## src/rtl/kta_pkg.sv

```systemverilog
// shared types, constants and key code tables for the keycode to ascii fifo
// no dependencies; used by kta_decode and keycode_to_ascii_fifo by scoped names
`default_nettype none

package kta_pkg;

  // default queue depth, one slot always stays unused
  localparam int unsigned FifoSlotsDefault = 32;

  localparam int unsigned CharW = 8;
  localparam int unsigned FillW = 5;

  // request modes
  localparam logic [1:0] MODE_WRITE = 2'd0;
  localparam logic [1:0] MODE_POP   = 2'd1;
  localparam logic [1:0] MODE_PEEK  = 2'd2;

  localparam logic [7:0] KEY_TABLE_LEN = 8'd101;
  localparam logic [7:0] CODE_LSHIFT   = 8'hE1;
  localparam logic [7:0] CODE_RSHIFT   = 8'hE6;
  localparam logic [7:0] NO_CHAR       = 8'hFF;

  typedef struct packed {
    logic [1:0] mode;
    logic [7:0] event_byte;
  } in_req_t;

  typedef struct packed {
    logic [CharW-1:0] char_out;
    logic             char_valid;
    logic [FillW-1:0] fill_count;
  } out_res_t;

  // character push from the key decoder
  typedef struct packed {
    logic             valid;
    logic [CharW-1:0] ch;
  } push_t;

  function automatic logic [7:0] plain_char(logic [7:0] code);
    logic [7:0] ch;
    ch = NO_CHAR;
    if (code >= 8'd4 && code <= 8'd29) begin
      ch = 8'h61 + (code - 8'd4);
    end else if (code >= 8'd30 && code <= 8'd38) begin
      ch = 8'h31 + (code - 8'd30);
    end else if (code >= 8'd89 && code <= 8'd97) begin
      ch = 8'h31 + (code - 8'd89);
    end else begin
      case (code)
        8'd39:   ch = 8'h30;
        8'd40:   ch = 8'h0A;
        8'd41:   ch = 8'h1B;
        8'd42:   ch = 8'h7F;
        8'd43:   ch = 8'h09;
        8'd44:   ch = 8'h20;
        8'd45:   ch = 8'h2D;
        8'd46:   ch = 8'h3D;
        8'd47:   ch = 8'h5B;
        8'd48:   ch = 8'h5D;
        8'd49:   ch = 8'h5C;
        8'd51:   ch = 8'h3B;
        8'd52:   ch = 8'h27;
        8'd53:   ch = 8'h60;
        8'd54:   ch = 8'h2C;
        8'd55:   ch = 8'h2E;
        8'd56:   ch = 8'h2F;
        8'd85:   ch = 8'h2A;
        8'd86:   ch = 8'h2D;
        8'd87:   ch = 8'h2B;
        8'd88:   ch = 8'h0A;
        8'd98:   ch = 8'h30;
        8'd99:   ch = 8'h2E;
        8'd100:  ch = 8'hA7;
        default: ch = NO_CHAR;
      endcase
    end
    return ch;
  endfunction

  function automatic logic [7:0] shift_char(logic [7:0] code);
    logic [7:0] ch;
    ch = NO_CHAR;
    if (code >= 8'd4 && code <= 8'd29) begin
      ch = 8'h41 + (code - 8'd4);
    end else if (code >= 8'd89 && code <= 8'd97) begin
      ch = 8'h31 + (code - 8'd89);
    end else begin
      case (code)
        8'd30:   ch = 8'h21;
        8'd31:   ch = 8'h40;
        8'd32:   ch = 8'h23;
        8'd33:   ch = 8'h24;
        8'd34:   ch = 8'h25;
        8'd35:   ch = 8'h5E;
        8'd36:   ch = 8'h26;
        8'd37:   ch = 8'h2A;
        8'd38:   ch = 8'h28;
        8'd39:   ch = 8'h29;
        8'd40:   ch = 8'h0A;
        8'd41:   ch = 8'h1B;
        8'd42:   ch = 8'h7F;
        8'd43:   ch = 8'h09;
        8'd44:   ch = 8'h20;
        8'd45:   ch = 8'h5F;
        8'd46:   ch = 8'h2B;
        8'd47:   ch = 8'h7B;
        8'd48:   ch = 8'h7D;
        8'd49:   ch = 8'h7C;
        8'd51:   ch = 8'h3A;
        8'd52:   ch = 8'h22;
        8'd53:   ch = 8'h7E;
        8'd54:   ch = 8'h3C;
        8'd55:   ch = 8'h3E;
        8'd56:   ch = 8'h3F;
        8'd85:   ch = 8'h2A;
        8'd86:   ch = 8'h2D;
        8'd87:   ch = 8'h2B;
        8'd88:   ch = 8'h0A;
        8'd98:   ch = 8'h30;
        8'd99:   ch = 8'h2E;
        8'd100:  ch = 8'hB1;
        default: ch = NO_CHAR;
      endcase
    end
    return ch;
  endfunction

endpackage

`default_nettype wire

```

## src/rtl/kta_ram.sv

```systemverilog
// generic single write port, single read port ram with registered read data
// no dependencies
`default_nettype none

module kta_ram #(
  parameter int unsigned Width = 8,
  parameter int unsigned Depth = 32,
  parameter int unsigned AddrW = (Depth > 1) ? $clog2(Depth) : 1
) (
  input  wire logic             clk_i,
  input  wire logic             we_i,
  input  wire logic [AddrW-1:0] waddr_i,
  input  wire logic [Width-1:0] wdata_i,
  input  wire logic             re_i,
  input  wire logic [AddrW-1:0] raddr_i,
  output logic      [Width-1:0] rdata_o
);

  logic [Width-1:0] mem_q [Depth];
  logic [Width-1:0] rdata_q;

  always_ff @(posedge clk_i) begin
    if (we_i) begin
      mem_q[waddr_i] <= wdata_i;
    end
    if (re_i) begin
      rdata_q <= mem_q[raddr_i];
    end
  end

  assign rdata_o = rdata_q;

endmodule

`default_nettype wire

```

## src/rtl/kta_decode.sv

```systemverilog
// key event decoder: pairs code and state bytes, tracks shift keys,
// translates pressed keys to characters; depends on kta_pkg
`default_nettype none

module kta_decode (
  input  wire logic               clk_i,
  input  wire logic               rst_ni,
  input  wire logic               byte_valid_i,
  input  wire logic [7:0]         byte_i,
  output kta_pkg::push_t          push_o
);

  logic       awaiting_q, awaiting_d;
  logic [7:0] held_q, held_d;
  logic       lshift_q, lshift_d;
  logic       rshift_q, rshift_d;
  logic [7:0] ch;

  assign ch = (lshift_q || rshift_q) ? kta_pkg::shift_char(held_q)
                                     : kta_pkg::plain_char(held_q);

  always_comb begin
    awaiting_d   = awaiting_q;
    held_d       = held_q;
    lshift_d     = lshift_q;
    rshift_d     = rshift_q;
    push_o.valid = 1'b0;
    push_o.ch    = ch;
    if (byte_valid_i) begin
      if (!awaiting_q) begin
        if (byte_i < kta_pkg::KEY_TABLE_LEN || byte_i == kta_pkg::CODE_LSHIFT ||
            byte_i == kta_pkg::CODE_RSHIFT) begin
          awaiting_d = 1'b1;
          held_d     = byte_i;
        end
      end else begin
        awaiting_d = 1'b0;
        if (held_q == kta_pkg::CODE_LSHIFT) begin
          lshift_d = (byte_i != 8'd0);
        end else if (held_q == kta_pkg::CODE_RSHIFT) begin
          rshift_d = (byte_i != 8'd0);
        end else if (byte_i != 8'd0 && held_q < kta_pkg::KEY_TABLE_LEN) begin
          push_o.valid = (ch != kta_pkg::NO_CHAR);
        end
      end
    end
  end

  always_ff @(posedge clk_i or negedge rst_ni) begin
    if (!rst_ni) begin
      awaiting_q <= 1'b0;
      held_q     <= 8'd0;
      lshift_q   <= 1'b0;
      rshift_q   <= 1'b0;
    end else begin
      awaiting_q <= awaiting_d;
      held_q     <= held_d;
      lshift_q   <= lshift_d;
      rshift_q   <= rshift_d;
    end
  end

endmodule

`default_nettype wire

```

## src/rtl/keycode_to_ascii_fifo.sv

```systemverilog
// Keyboard event byte stream to ASCII character queue.
// Input channel (in_valid_i / in_stall_o) carries one request: mode and
// event_byte. Mode write feeds a byte to the key decoder (code, then state);
// pressed keys are translated and pushed into a ring queue held in a
// synchronous ram of FIFO_SLOTS entries, at most FIFO_SLOTS-1 characters.
// Modes pop and peek read the queue head; every request yields exactly one
// result on the output channel (out_valid_o / out_stall_i) with the
// character, its valid flag and the fill count after the request.
// A write, an unused mode and a pop or peek on an empty queue are answered
// from the output register in the cycle after they are taken; a pop or peek
// that finds a character goes through ST_READ, which loads the registered
// ram read data. One request is in flight at a time: one request per cycle
// while out_stall_i is low, but a read that hits stalls input in ST_READ.
// Reset clears pointers, shift flags and the decoder, leaving an empty queue;
// ram contents are not cleared. While the receiver stalls a waiting result,
// in_stall_o stays high and no request is taken.
`default_nettype none

module keycode_to_ascii_fifo #(
  parameter int unsigned FIFO_SLOTS = kta_pkg::FifoSlotsDefault
) (
  input  wire logic              clk_i,
  input  wire logic              rst_ni,
  input  wire logic              in_valid_i,
  output logic                   in_stall_o,
  input  wire kta_pkg::in_req_t  in_req_i,
  output logic                   out_valid_o,
  input  wire logic              out_stall_i,
  output kta_pkg::out_res_t      out_res_o
);

  localparam int unsigned PtrW = $clog2(FIFO_SLOTS);
  localparam int unsigned ExtW = (PtrW > kta_pkg::FillW) ? PtrW : kta_pkg::FillW;
  localparam logic [PtrW-1:0] LastSlot = PtrW'(FIFO_SLOTS - 1);

  localparam logic ST_IDLE = 1'b0;
  localparam logic ST_READ = 1'b1;

  logic             state_q, state_d;
  logic [PtrW-1:0]  wr_q, wr_d, rd_q, rd_d;
  logic [PtrW-1:0]  wr_nxt, rd_nxt;
  logic             pop_q;
  logic             out_valid_q, out_valid_d;
  kta_pkg::out_res_t out_q, out_d;
  logic             load;
  logic             out_free, accept, is_write, is_rd, full;
  logic [7:0]       rdata;
  kta_pkg::push_t   push;
  logic [PtrW:0]    fill_wide;
  logic [PtrW-1:0]  fill;
  logic [ExtW-1:0]  fill_ext;

  assign out_free   = !out_valid_q || !out_stall_i;
  assign in_stall_o = (state_q == ST_READ) || !out_free;
  assign accept     = in_valid_i && !in_stall_o;
  assign is_write   = accept && (in_req_i.mode == kta_pkg::MODE_WRITE);
  assign is_rd      = accept && (wr_q != rd_q) &&
                      (in_req_i.mode == kta_pkg::MODE_POP ||
                       in_req_i.mode == kta_pkg::MODE_PEEK);

  assign wr_nxt = (wr_q == LastSlot) ? '0 : wr_q + 1'b1;
  assign rd_nxt = (rd_q == LastSlot) ? '0 : rd_q + 1'b1;
  assign full   = (wr_nxt == rd_q);

  kta_decode u_decode (
    .clk_i       (clk_i),
    .rst_ni      (rst_ni),
    .byte_valid_i(is_write),
    .byte_i      (in_req_i.event_byte),
    .push_o      (push)
  );

  kta_ram #(
    .Width(kta_pkg::CharW),
    .Depth(FIFO_SLOTS),
    .AddrW(PtrW)
  ) u_ram (
    .clk_i  (clk_i),
    .we_i   (push.valid && !full),
    .waddr_i(wr_q),
    .wdata_i(push.ch),
    .re_i   (is_rd),
    .raddr_i(rd_q),
    .rdata_o(rdata)
  );

  // fill level after this request, wrapping for any slot count
  always_comb begin
    if (wr_d >= rd_d) begin
      fill_wide = {1'b0, wr_d} - {1'b0, rd_d};
    end else begin
      fill_wide = {1'b0, wr_d} + (PtrW + 1)'(FIFO_SLOTS) - {1'b0, rd_d};
    end
    fill     = fill_wide[PtrW-1:0];
    fill_ext = ExtW'(fill);
  end

  always_comb begin
    state_d     = state_q;
    wr_d        = (push.valid && !full) ? wr_nxt : wr_q;
    rd_d        = rd_q;
    load        = 1'b0;
    out_d       = out_q;
    case (state_q)
      ST_IDLE: begin
        if (is_rd) begin
          state_d = ST_READ;
        end else if (accept) begin
          load = 1'b1;
          out_d.char_out   = 8'd0;
          out_d.char_valid = 1'b0;
        end
      end
      ST_READ: begin
        state_d = ST_IDLE;
        load    = 1'b1;
        if (pop_q) begin
          rd_d = rd_nxt;
        end
        out_d.char_out   = rdata;
        out_d.char_valid = 1'b1;
      end
      default: state_d = ST_IDLE;
    endcase
    out_d.fill_count = fill_ext[kta_pkg::FillW-1:0];
    if (load) begin
      out_valid_d = 1'b1;
    end else if (!out_stall_i) begin
      out_valid_d = 1'b0;
    end else begin
      out_valid_d = out_valid_q;
    end
  end

  always_ff @(posedge clk_i or negedge rst_ni) begin
    if (!rst_ni) begin
      state_q     <= ST_IDLE;
      wr_q        <= '0;
      rd_q        <= '0;
      out_valid_q <= 1'b0;
    end else begin
      state_q     <= state_d;
      wr_q        <= wr_d;
      rd_q        <= rd_d;
      out_valid_q <= out_valid_d;
    end
  end

  always_ff @(posedge clk_i) begin
    if (is_rd) begin
      pop_q <= (in_req_i.mode == kta_pkg::MODE_POP);
    end
    if (load) begin
      out_q <= out_d;
    end
  end

  assign out_valid_o = out_valid_q;
  assign out_res_o   = out_q;

endmodule

`default_nettype wire
```

## config.mk

```make
export PLATFORM = sky130hd
export DESIGN_NAME = keycode_to_ascii_fifo
export DESIGN_NICKNAME = d
export VERILOG_FILES = /design/src/rtl/kta_pkg.sv /design/src/rtl/kta_ram.sv /design/src/rtl/kta_decode.sv /design/src/rtl/keycode_to_ascii_fifo.sv
export SDC_FILE = /design/constraint.sdc
export NUM_CORES = 1
export LEC_CHECK = 0
export ABC_AREA = 1
export BUFFER_PORTS_ARGS = -buffer_cell sky130_fd_sc_hd__buf_4
export CORE_UTILIZATION = 35
export CTS_BUF_LIST = sky130_fd_sc_hd__clkbuf_4 sky130_fd_sc_hd__clkbuf_8 sky130_fd_sc_hd__clkbuf_16
export CTS_CLUSTER_SIZE = 8
export DETAILED_ROUTE_END_ITERATION = 6
export GPL_TIMING_DRIVEN = 0
export SYNTH_ARGS = -nofsm -noshare
export SYNTH_HDL_FRONTEND = slang
export SYNTH_SLANG_ARGS = --single-unit
```

## constraint.sdc

```tcl
create_clock -name clk_i -period 5.7 [get_ports clk_i]
set_input_delay 1.14 -clock clk_i [delete_from_list [all_inputs] [get_ports clk_i]]
set_output_delay 1.14 -clock clk_i [all_outputs]
set_load 0.01 [all_outputs]
```

==> impl_metrics.toml <==
[status]
outcome = "complete, no violations"

[global_routing]
use_met3_pct = 2.41
antenna_found_initial = 0
overflow = 0
met1_usage_pct = 28.4
grt_util_met2_pct = 33.4
grt_pass1_vias = 11300
grt_use_total_pct = 20.7
top_usage_layer = "met2"
grt_pass1_wl_mm = 68.8
grt_max_degree = 34

[worst_setup_path]
crit_slowest_cell = "dfrtp_2"
crit_fanout = 33
critical_path.top_delay_family = "simple AND/OR/NAND/NOR gates"
cp_common_cell = "nand2_1"
cp.depth = 31
worstPathArrival_ps = 5570
cp-start-kind = "flop"
endpoint_kind = "flop"
max_stage_delay_ps = 480
path_class = "reg2reg"
r2r_cells = 31
path_buf_inv = 7
cp.required_ps = 5960

[clocking]
cts_sinks = 302
clk_path_buf_depth = 3
clock_latency_ps = 520
cts_tree = "done"
h-tree-depth = 2
cts_root_buf = "clkbuf_16"
cts_hold_buf = 0
cts-buffers-inserted = 43
clk_pin_slew_ps = 50

[place]
port_buffers = 29
place_area_um2 = 15700
place.gp.congestion = 0.946
dp_hpwl_mm = 30.1

[routing]
drcViolationCount = 0
via_per_inst = 5.46
avgRoutedWirePerCell_um = 21.3
vias = 11600
first_pass_iters = 6
drt-initial-drc-count = 1411
final_antenna_net_count = 0
routed_wirelength_mm = 45.3

[cells_and_area]
nNetsFinal = 1631
n_antenna_cell = 0
utilization_pct = 41.3
syn2layout_area_growth_pct = 15.3
finalInstanceArea_um2 = 17000
drive_gt1_share_pct = 10.3

[timing]
rsz0062_at_grt = "no"
hold_viol = 0
finalSetupTns_ps = 0
timing.final.crit_share_pct = 93.1
setup_viol = 0
worst_pin_slew_ps = 962
max_freq_ghz = 0.188
post-route-min-period_ps = 5310
skew_ps = 15.9
slew_violations = 0
slew-limit-headroom_pct = 35.6

[logic_synthesis]
ys_seq_elements = 302
ys_types = 46
syn_area_per_cell_um2 = 9.85
synth_area_leader_cell = "edfxtp_1"
synthCells = 1499
synthTopCellsByArea = "edfxtp_1, nand2_1, nor2_1"
yosysSeqAreaShare_pct = 60.7
synth_top_area_share_pct = 56.8
syn_area_um2 = 14800
synth_warnings = 0
syn_nets = 1548
synth-async-reset-ratio_pct = 7.62
yosysMostFrequentCell = "edfxtp_1"
synth_edf_count = 279
synthFlopType = "edfxtp_1"
synth_common_cells = "edfxtp_1, nand2_1, nor2_1, o21ai_0, inv_1"

[power]
finalPower_uw = 11500
power.leakage_uw = 0.00647
powerDensity_nw_per_um2 = 676
peakVddDrop_v = 0.000387

[floorplanning]
initial_utilization_pct = 35.8
pin_count = 30
die-area_um2 = 43000
fp.dieW_um = 207
core-area_um2 = 41200
row_count = 74
die_h_um = 207

[hold_path]
hold_class = "reg2reg"
whs_path_depth = 0

[job]
drv_cap = 0
-- worst register-to-register path: cells and delay by family (launching register included) --
family,cells,cell delay [ps]
xor+xnor,1,230
flops,1,480
buf+inv,7,980
compound gates,4,690
fa+ha+maj,3,930
simple gates,16,1770
-- cell usage in the layout (no fill, tap or decap), drive strengths merged --
| cell | Yosys | layout |
|---|---|---|
| nand2 | 291 | 291 |
| edfxtp | 279 | 279 |
| nor2 | 252 | 254 |
| o21ai | 186 | 186 |
| inv | 116 | 117 |
| clkbuf | 55 | 115 |
| nand3 | 89 | 89 |
| buf | 17 | 50 |
| o22ai | 40 | 40 |
| ha | 34 | 34 |
| a21oi | 29 | 31 |
| o221ai | 28 | 28 |
| dfrtp | 23 | 23 |
| nand4 | 13 | 13 |
| xor2 | 9 | 9 |
| nand3b | 7 | 7 |
| o211ai | 7 | 7 |
| xnor2 | 4 | 4 |
| a31oi | 2 | 2 |
| nor3 | 2 | 2 |
| or2 | 2 | 2 |
| o2111ai | 2 | 2 |
| o311a | 2 | 2 |
| clkinv | 1 | 1 |
| o21bai | 1 | 1 |
| o31ai | 1 | 1 |
| or4 | 1 | 1 |
| nor4 | 1 | 1 |
| a22oi | 1 | 1 |
| a21o | 1 | 1 |
| o41ai | 1 | 1 |
| a2111oi | 1 | 1 |
| fa | 1 | 1 |
-- per-stage QoR --
step / setup slack [ps] / hold slack (ps) / instances
final: 393 / 456 / 2129
after global routing: 33.9 / 468 / 2129
after CTS: 6.27 / 466 / 2123
after detailed placement: -524 / 454 / 2060
after global placement: -536 / 443 / 2060
after floorplan: 1030 / 423 / 1499
-- final timing paths --
check | startpoint | endpoint | slack, ps
min in group asynchronous | rst_ni | u_decode.held_q[4] | 520
max in group asynchronous | rst_ni | u_decode.held_q[2] | 4920
min | state_q | out_res_o[5] | 460
max reg2reg | u_decode.held_q[3] | out_res_o[4] | 390
max | u_decode.held_q[3] | out_res_o[4] | 390
min reg2reg | state_q | out_res_o[5] | 460
-- what timing repair did --
action | in CTS | in global routing
endpoints found under the setup margin | 1 | 1
gates cloned | 3 | 1
pin swaps | 3 | 4
buffers inserted | 0 | 5
gates resized for setup | 7 | 11
-- cell type report --
| cell class | count | area (um2) |
|---|---|---|
| inverter | 117 | 444 |
| clock buffer | 59 | 1200 |
| fill | 3960 | 24200 |
| sequential | 302 | 8960 |
| timing repair buffer | 34 | 255 |
| multi-input combinational | 1012 | 5150 |
| tap | 532 | 666 |
| clock inverter | 1 | 8.76 |
| buffer | 72 | 332 |
-- kinds of logic (layout without fill, tap and decap cells) --
family,count (synthesis),count (layout),share of synthesized area (%)
xor gates and xnor gates,13,13,0.772
and+or+nand+nor,658,660,18.5
DFF,302,302,60.7
adders and majority gates,35,35,3.02
AOI/OAI and AO/OA,302,304,11.8
buffers and inverters,189,283,5.23
-- sequential cells by signal, summed over array words and instances, names as in the netlist --
register and count:
u_ram.rdata_o 8, u_decode.awaiting_q 1, state_q 1, wr_q 5, u_decode.rshift_q 1, pop_q 1, u_ram.mem_q 256, u_decode.lshift_q 1
u_decode.held_q 8, out_res_o 14, rd_q 5, out_valid_o 1
-- where the power goes --
part	switching, uW	internal [uW]
sequential	119	3580
combinational	4160	1320
clock	864	1440
total	5150	6350
-- per-layer routing --
metal / wire length (um) / part of all wire [%]
met3: 3150 / 7.0
met5: 0 / 0
met4: 1600 / 3.5
met2: 21100 / 47
met1: 19500 / 43
(Power assumes the default switching activity.)
